File: src/hdl/fea_pkg.sv
// ----------------------------------------------------------------------------
// fea_pkg
// Shared types and codes of the free extent allocator.
// ----------------------------------------------------------------------------
package fea_pkg;

  typedef enum logic [1:0] {
    ST_OK      = 2'd0,
    ST_NO_SPACE = 2'd1,
    ST_FULL    = 2'd2
  } status_t;

  typedef enum logic {
    FN_ALLOC = 1'b0,
    FN_FREE  = 1'b1
  } func_t;

  typedef enum logic {
    CFG_INITIAL_END = 1'b0,
    CFG_PAGE_LIMIT  = 1'b1
  } cfg_index_t;

  localparam int unsigned LEN_MAX = 65535;

endpackage

File: src/hdl/fea_if.sv
// ----------------------------------------------------------------------------
// fea_req_if / fea_rsp_if
// Valid/ready channels for requests and responses of the allocator.
// ----------------------------------------------------------------------------
interface fea_req_if;
  logic        valid;
  logic        ready;
  logic        func;
  logic [7:0]  run_length;
  logic [31:0] start_page;
  modport source (output valid, func, run_length, start_page, input ready);
  modport sink   (input valid, func, run_length, start_page, output ready);
endinterface

interface fea_rsp_if;
  logic        valid;
  logic        ready;
  logic [31:0] page_id;
  logic [1:0]  status;
  logic        recycled;
  modport source (output valid, page_id, status, recycled, input ready);
  modport sink   (input valid, page_id, status, recycled, output ready);
endinterface

File: src/hdl/free_extent_allocator.sv
// ----------------------------------------------------------------------------
// free_extent_allocator
// First-fit allocator of page runs over a grouped table of free extents.
// ----------------------------------------------------------------------------
// The block handles one item at a time. The free table lives in one
// synchronous memory of GROUPS*ENTRIES_PER_GROUP entries that is streamed one
// entry per cycle while a group is scanned. Groups whose largest extent is too
// small (alloc) or whose slots are all used (free) are skipped without a scan,
// and a zero run length goes straight to the response. The table is empty
// after reset through per-entry valid bits, so no clearing pass is needed.
// Configuration writes load the end-of-store counter or the page limit and
// must only be issued while the block is idle.
// ----------------------------------------------------------------------------
module free_extent_allocator
  import fea_pkg::*;
#(
  parameter int unsigned GROUPS            = 4,
  parameter int unsigned ENTRIES_PER_GROUP = 16
) (
  input  logic        clk,
  input  logic        rst,
  fea_req_if.sink     req,
  fea_rsp_if.source   rsp,
  input  logic        cfg_wr_en,
  input  logic        cfg_index,
  input  logic [31:0] cfg_data
);

  localparam int unsigned DEPTH = GROUPS * ENTRIES_PER_GROUP;
  localparam int unsigned KW = (DEPTH > 1) ? $clog2(DEPTH) : 1;
  localparam int unsigned GW = (GROUPS > 1) ? $clog2(GROUPS) : 1;
  localparam int unsigned JW = (ENTRIES_PER_GROUP > 1) ? $clog2(ENTRIES_PER_GROUP) : 1;
  localparam int unsigned UW = $clog2(ENTRIES_PER_GROUP + 1);

  typedef enum logic [4:0] {
    S_IDLE = 5'b00001,
    S_GRP  = 5'b00010,
    S_SCAN = 5'b00100,
    S_GROW = 5'b01000,
    S_OUT  = 5'b10000
  } state_t;

  state_t state;

  // Free table memory: {start, length} with one valid bit per entry.
  logic [47:0]      mem [DEPTH];
  logic [47:0]      rd_data;
  logic [DEPTH-1:0] vld;
  logic [KW-1:0]    raddr;
  logic             we;
  logic [47:0]      wdata;

  // Group summaries.
  logic [UW-1:0] grp_used [GROUPS];
  logic [31:0]   grp_free [GROUPS];
  logic [15:0]   grp_big  [GROUPS];

  logic [31:0] end_page, page_limit;

  // Item being worked on.
  logic        func;
  logic [7:0]  len;
  logic [31:0] id;
  logic [GW-1:0] g;
  logic [JW-1:0] j;
  logic [KW-1:0] k;
  logic        found;
  logic        emptied;
  logic [15:0] biggest;
  logic [31:0] pid;

  // Result register.
  logic [31:0] r_page;
  status_t     r_status;
  logic        r_rec;

  // Evaluation of the entry that the memory returns.
  logic [31:0] e_start;
  logic [15:0] e_len, a_new, a_eff, f_new, big_next;
  logic        a_hit, f_empty, f_after, f_before, f_fit, f_hit;
  logic        last_g, last_j;

  assign last_g = (g == GW'(GROUPS - 1));
  assign last_j = (j == JW'(ENTRIES_PER_GROUP - 1));

  always_comb begin
    e_start  = rd_data[47:16];
    e_len    = vld[k] ? rd_data[15:0] : 16'd0;
    a_hit    = !found && (e_len != 16'd0) && (e_len >= {8'd0, len});
    a_new    = e_len - {8'd0, len};
    a_eff    = a_hit ? a_new : e_len;
    big_next = (a_eff > biggest) ? a_eff : biggest;
    f_empty  = (e_len == 16'd0);
    f_fit    = ({1'b0, e_len} + {9'd0, len}) < 17'(LEN_MAX);
    f_after  = ({1'b0, e_start} + {17'd0, e_len}) == {1'b0, id};
    f_before = ({1'b0, id} + {25'd0, len}) == {1'b0, e_start};
    f_hit    = f_empty || (f_fit && (f_after || f_before));
    f_new    = f_empty ? {8'd0, len} : e_len + {8'd0, len};
    we       = 1'b0;
    wdata    = rd_data;
    raddr    = (state == S_GRP) ? k : k + KW'(1);
    if (state == S_SCAN) begin
      if (func == FN_ALLOC) begin
        we    = a_hit;
        wdata = {(a_new == 16'd0) ? 32'd0 : e_start + {24'd0, len}, a_new};
      end else begin
        we    = f_hit;
        wdata = {(f_empty || f_before) ? id : e_start, f_new};
      end
    end
  end

  always_ff @(posedge clk) begin
    if (we) begin
      mem[k] <= wdata;
    end
    rd_data <= mem[raddr];
  end

  always_ff @(posedge clk) begin
    if (rst) begin
      state      <= S_IDLE;
      vld        <= '0;
      end_page   <= 32'd1;
      page_limit <= 32'hFFFF_FFFF;
      for (int i = 0; i < GROUPS; i++) begin
        grp_used[i] <= '0;
        grp_free[i] <= '0;
        grp_big[i]  <= '0;
      end
    end else begin
      if (cfg_wr_en) begin
        if (cfg_index == CFG_INITIAL_END) begin
          end_page <= cfg_data;
        end else begin
          page_limit <= cfg_data;
        end
      end
      if (we) begin
        vld[k] <= 1'b1;
      end
      case (state)
        S_IDLE: begin
          if (req.valid) begin
            func    <= req.func;
            len     <= req.run_length;
            id      <= req.start_page;
            g       <= '0;
            k       <= '0;
            r_page  <= '0;
            r_status <= ST_OK;
            r_rec   <= 1'b0;
            state   <= (req.run_length == 8'd0) ? S_OUT : S_GRP;
          end
        end
        S_GRP: begin
          j       <= '0;
          found   <= 1'b0;
          emptied <= 1'b0;
          biggest <= '0;
          if ((func == FN_ALLOC) ? (grp_big[g] < {8'd0, len})
                                 : (grp_used[g] == UW'(ENTRIES_PER_GROUP))) begin
            if (last_g) begin
              state <= (func == FN_ALLOC) ? S_GROW : S_OUT;
              r_status <= (func == FN_ALLOC) ? ST_OK : ST_FULL;
            end else begin
              g <= g + GW'(1);
              k <= k + KW'(ENTRIES_PER_GROUP);
            end
          end else begin
            state <= S_SCAN;
          end
        end
        S_SCAN: begin
          j <= j + JW'(1);
          k <= k + KW'(1);
          if (func == FN_ALLOC) begin
            biggest <= big_next;
            if (a_hit) begin
              found   <= 1'b1;
              pid     <= e_start;
              emptied <= (a_new == 16'd0);
            end
            if (last_j) begin
              if (found || a_hit) begin
                grp_big[g]  <= big_next;
                grp_free[g] <= grp_free[g] - {24'd0, len};
                if (((a_hit && a_new == 16'd0) || emptied) && grp_used[g] != '0) begin
                  grp_used[g] <= grp_used[g] - UW'(1);
                end
                r_page <= a_hit ? e_start : pid;
                r_rec  <= 1'b1;
                state  <= S_OUT;
              end else if (last_g) begin
                state <= S_GROW;
              end else begin
                g     <= g + GW'(1);
                state <= S_GRP;
              end
            end
          end else begin
            if (f_hit) begin
              if (f_empty) begin
                grp_used[g] <= grp_used[g] + UW'(1);
              end
              grp_free[g] <= grp_free[g] + {24'd0, len};
              if (grp_big[g] < f_new) begin
                grp_big[g] <= f_new;
              end
              state <= S_OUT;
            end else if (last_j) begin
              if (last_g) begin
                r_status <= ST_FULL;
                state    <= S_OUT;
              end else begin
                g     <= g + GW'(1);
                state <= S_GRP;
              end
            end
          end
        end
        S_GROW: begin
          // Last new page must not pass the limit; new end must fit 32 bits.
          if (({1'b0, end_page} + {25'd0, len} - 33'd1) > {1'b0, page_limit} ||
              ({1'b0, end_page} + {25'd0, len}) > 33'h0_FFFF_FFFF) begin
            r_status <= ST_NO_SPACE;
          end else begin
            r_page   <= end_page;
            end_page <= end_page + {24'd0, len};
          end
          state <= S_OUT;
        end
        S_OUT: begin
          if (rsp.ready) begin
            state <= S_IDLE;
          end
        end
        default: state <= S_IDLE;
      endcase
    end
  end

  assign req.ready    = (state == S_IDLE);
  assign rsp.valid    = (state == S_OUT);
  assign rsp.page_id  = r_page;
  assign rsp.status   = r_status;
  assign rsp.recycled = r_rec;

  a_one_side: assert property (@(posedge clk) disable iff (rst)
    !(req.ready && rsp.valid)) else $error("request and response open together");
  a_busy: assert property (@(posedge clk) disable iff (rst)
    (req.valid && req.ready) |=> !req.ready) else $error("item accepted while busy");
  a_rec_ok: assert property (@(posedge clk) disable iff (rst)
    (rsp.valid && rsp.recycled) |-> (rsp.status == ST_OK)) else $error("recycled with error");
  a_free_zero: assert property (@(posedge clk) disable iff (rst)
    (rsp.valid && func == FN_FREE) |-> (rsp.page_id == 32'd0 && !rsp.recycled))
    else $error("free returned a page");

endmodule

File: src/flat_wrapper.sv
// flat-port wrapper written by rule: the top's interface ports become plain ports
module free_extent_allocator_flat import fea_pkg::*;
#(
  parameter int unsigned GROUPS            = 4,
  parameter int unsigned ENTRIES_PER_GROUP = 16
)
  (clk, rst, cfg_wr_en, cfg_index, cfg_data, req_valid, req_func, req_run_length, req_start_page, req_ready, rsp_valid, rsp_page_id, rsp_status, rsp_recycled, rsp_ready);
  fea_req_if req_i ();
  fea_rsp_if rsp_i ();
  input  logic clk;
  input  logic rst;
  input  logic cfg_wr_en;
  input  logic cfg_index;
  input  logic [31:0] cfg_data;
  input wire logic [$bits(req_i.valid)-1:0] req_valid;
  input wire logic [$bits(req_i.func)-1:0] req_func;
  input wire logic [$bits(req_i.run_length)-1:0] req_run_length;
  input wire logic [$bits(req_i.start_page)-1:0] req_start_page;
  output wire logic [$bits(req_i.ready)-1:0] req_ready;
  output wire logic [$bits(rsp_i.valid)-1:0] rsp_valid;
  output wire logic [$bits(rsp_i.page_id)-1:0] rsp_page_id;
  output wire logic [$bits(rsp_i.status)-1:0] rsp_status;
  output wire logic [$bits(rsp_i.recycled)-1:0] rsp_recycled;
  input wire logic [$bits(rsp_i.ready)-1:0] rsp_ready;
  assign req_i.valid = req_valid;
  assign req_i.func = req_func;
  assign req_i.run_length = req_run_length;
  assign req_i.start_page = req_start_page;
  assign req_ready = req_i.ready;
  assign rsp_valid = rsp_i.valid;
  assign rsp_page_id = rsp_i.page_id;
  assign rsp_status = rsp_i.status;
  assign rsp_recycled = rsp_i.recycled;
  assign rsp_i.ready = rsp_ready;
  free_extent_allocator #(.GROUPS(GROUPS), .ENTRIES_PER_GROUP(ENTRIES_PER_GROUP)) u_core (.clk(clk), .rst(rst), .req(req_i), .rsp(rsp_i), .cfg_wr_en(cfg_wr_en), .cfg_index(cfg_index), .cfg_data(cfg_data));
endmodule
File: config.mk
export PLATFORM = sky130hd
export DESIGN_NAME = free_extent_allocator_flat
export DESIGN_NICKNAME = d
export VERILOG_FILES = /design/src/hdl/fea_pkg.sv /design/src/hdl/fea_if.sv /design/src/hdl/free_extent_allocator.sv /design/src/flat_wrapper.sv
export SDC_FILE = /design/constraint.sdc
export NUM_CORES = 2
export LEC_CHECK = 0
export ABC_CLOCK_PERIOD_IN_PS = 18000
export BUFFER_PORTS_ARGS = -buffer_cell sky130_fd_sc_hd__buf_2
export CAP_MARGIN = 15
export CORE_MARGIN = 2
export CORE_UTILIZATION = 65
export CTS_BUF_LIST = sky130_fd_sc_hd__clkbuf_8
export DETAILED_ROUTE_END_ITERATION = 10
export GPL_ROUTABILITY_DRIVEN = 0
export PLACE_DENSITY = 0.8
export SETUP_SLACK_MARGIN = 0.02
export SYNTH_ARGS = -nofsm -noshare
export SYNTH_HDL_FRONTEND = slang
export SYNTH_SLANG_ARGS = --single-unit
File: constraint.sdc
create_clock -name clk -period 18 [get_ports clk]
set_input_delay 0.9 -clock clk [delete_from_list [all_inputs] [get_ports clk]]
set_output_delay 0.9 -clock clk [all_outputs]
set_load 0.03 [all_outputs]
==> metrics.csv <==
metric;value;unit
cts_tree;yes;
synth_top_area_frac;0.695;
path_common_cell;buf_4;
endpoint_kind;flop;
crit_arrival;10.77;ns
power.total;25200;µW
syn_nets;7564;
max_freq;98.7;MHz
ys_seq_area_frac;0.721;
synth.distinct_cells;96;
ctsResizeCount;0;
syn_area_per_cell;19.4;µm²
yosys_register_bits;3477;
yosysWarnings;0;
slew_viol_final;0;
grt-ovfl-total;0;
antenna_left;0;
fin_crit;10.13;ns
p_comb_frac;0.336;
h-tree-depth;6;
drt-total-wl;396000;µm
syn_inst;7342;
final.setup_skew;0.0982;ns
critPathRequiredTime;18.64;ns
nFillCells;11921;
clk_pin_slew;0.07;ns
layout.nets;8106;
cap_violations;0;
ir_drop;0.155;mV
crit_path_cell_trace;nor2b_1, a221oi_1, o221a_2, o32ai_2, a21o_1, buf_4, and2_1, ha_1, a211oi_1, o211ai_1, a31oi_1, nor2_1, a221o_1, nor4_1, o2111ai_1, nor4_1, and4bb_1, a41o_2, a22oi_4, buf_4, nor3_2, buf_4, buf_4;
wire_per_inst;35.6;µm
drc;0;
register_area;103000;µm²
synth_edf_count;3294;
placementRows;171;
slowest_delay;0.95;ns
crit_slowest_cell;edfxtp_1;
synth_top_area_cell;edfxtp_1;
switchingPower;8710;µW
track_usage;0.357;
antenna_found_initial;31;
power_density;160;nW/µm²
areaGrowthSynthToFinish;11.2;%
crit_buf_inv;4;
dp_hpwl;231000;µm
crit_fanout;29;
port_buffers;115;
grt_pass1_vias;79622;
tns;0;ns
drt_iter0_drc;13697;
worst_pin_slew;1.32;ns
die_area;223000;µm²
grt_max_degree;157;
cts.sinks;3477;
outcome;finished, final reports clean;
syn_area;142000;µm²
clkLatencyLatePin;1.11;ns
vias;80741;
multi_input_area;38600;µm²
drt-vias-per-instance;7.24;
synth_flop_cell;edfxtp_1;
synth_area_leaders;edfxtp_1 70%, mux4_2 16%, dfxtp_1 2.6%;
setup_violations;0;
clockRootBuffer;clkbuf_8;
core_area;217000;µm²
grt_pass1_wl;564000;µm
worstSetupStartpointType;flop;
hold_class;input port to flop;
cts_buffers;556;
async_reset_ff_frac;0;
clock_path_buffers;4;
drive_gt1_frac;0.274;
crit_type;flop to flop;
clkPwrFrac;0.250;
post-route-period-util;0.563;
critPathTopFamily;compound AO/OA/AOI/OAI gates;
dr.pass1.iters;10;
io_pins;116;
post_cts_buffers;0;
die_w;472;µm
hold_viol;0;
die_height;472;µm
seqPwrFrac;0.414;
start_util;0.655;
switching_share;0.345;
slew_headroom;0.116;
p_int;16500;µW
rsz0062_at_grt;no;
leakage;0.0524;µW
layer usage:
metal,up-vias,track usage,wire length (µm)
li1,31381,-,-
met1,40966,0.485,135000
met2,7166,0.546,185000
met3,1208,0.103,55800
met4,20,0.160,20300
met5,-,0,156
area by class of cell:
cell class	instances	share of cell area
sequential	3477	0.648
multi-input combinational	3319	0.244
clock buffer	587	0.0511
tap	2854	0.0226
timing repair buffer	399	0.0185
clock inverter	372	0.0128
inverter	131	0.00311
antenna	6	0.0000949
Yosys cell counts, drive strengths merged (12+ instances only):
| cell type | n |
|---|---|
| a311oi | 41 |
| o22ai | 14 |
| and3 | 50 |
| nand3 | 176 |
| nor3 | 89 |
| a21oi | 113 |
| ha | 136 |
| nor4 | 73 |
| a21o | 48 |
| dfxtp | 183 |
| a22o | 31 |
| inv | 130 |
| nand4 | 46 |
| nand2b | 15 |
| mux4 | 986 |
| buf | 112 |
| nor2b | 23 |
| o211ai | 16 |
| o22a | 12 |
| o21a | 88 |
| mux2i | 39 |
| nand2 | 412 |
| or3 | 14 |
| a211oi | 25 |
| xor2 | 66 |
| a31oi | 38 |
| nor2 | 215 |
| o21ai | 116 |
| clkbuf | 303 |
| edfxtp | 3294 |
| xnor2 | 122 |
| mux2 | 60 |
| o21bai | 14 |
| a22oi | 27 |
| and2 | 35 |
| or2 | 12 |
repair_timing:
action / in CTS / in global routing
hold endpoints to repair: 33 / 0
endpoints found under the setup margin: 0 / 0
hold buffers: 33 / 0
stage by stage:
step | std cells | hold slack, ns | util | setup WS (ns) | area, µm²
floorplan | 7342 | 0.432 | - | 7.31 | 142000
global placement | 10146 | 0.441 | 0.680 | 8.50 | 148000
detailed placement | 10147 | 0.449 | 0.680 | 8.32 | 148000
CTS | 11139 | 0.00214 | 0.728 | 8.25 | 158000
global route | 11141 | 0.0338 | 0.728 | 7.41 | 158000
finish | 11145 | 0.0676 | 0.728 | 7.87 | 158000
power by group through the flow:
stage	Clock, µW	Combinational, µW	Sequential [µW]
after global placement	0	8030	10600
after CTS	6360	8310	10400
after detailed placement	0	8270	10600
after global routing	6680	8840	10400
final	6320	8470	10500
after floorplan	0	5350	10600
path summary, 6_finish.rpt:
check	start	end	slack, ns	depth (start not counted)
setup / recovery	u_core.k[2]	u_core.mem[49][28]	7.87	23
hold reg to reg	u_core.vld[48]	u_core.vld[48]	0.47	1
setup reg to reg	u_core.k[2]	u_core.mem[49][28]	7.87	23
hold / removal	req_start_page[17]	u_core.id[17]	0.07	1
sequential cells by signal, summed over array words and instances, names as in the netlist, 4 cells and up, named ones only:
signal,cells
u_core.k,6
u_core.end_page,32
u_core.rd_data,48
u_core.id,32
u_core.len,8
u_core.pid,32
u_core.grp_big,64
u_core.page_limit,32
u_core.biggest,16
u_core.grp_used,20
u_core.j,4
u_core.mem,3072
u_core.vld,64
u_core.rsp.page_id,32
u_core.state,5
kinds of logic after synthesis:
family                   after synthesis  share of synthesized area
flip-flops                          3477                      0.721
XOR/XNOR                             188                     0.0116
AND/OR/NAND/NOR                     1222                     0.0425
buffers and inverters                546                     0.0151
adder cells (fa/ha/maj)              143                     0.0129
AO/OA/AOI/OAI                        681                     0.0335
multiplexers                        1085                      0.164
layout by cell type, fill, tap and decap left out, types with 22 or more instances in the layout:
cell	Yosys	layout
a22o_1	31	30
ha_1	136	136
edfxtp_1	3294	3294
nor3_2	0	27
nand4_1	45	45
nor4_1	50	31
mux2_2	60	60
buf_4	5	240
nor3_1	89	62
and3_1	50	50
o21ai_0	112	80
a311oi_1	41	41
mux2i_1	39	38
dfxtp_1	183	183
a21oi_1	112	110
inv_1	130	284
clkinv_1	1	117
a22oi_1	25	25
clkinv_2	0	55
mux4_2	986	986
dlygate4sd3_1	0	33
o21ai_4	0	33
clkbuf_8	0	587
xor2_1	66	66
nand3_1	176	174
a21o_1	48	48
o21a_1	88	86
nor2_1	215	214
and2_1	34	34
a31oi_1	38	37
nand2_1	411	410
a211oi_1	24	24
xnor2_1	122	115
buf_2	28	115
nor4_4	1	22
nor2b_1	23	23
(Power assumes the default switching activity.)
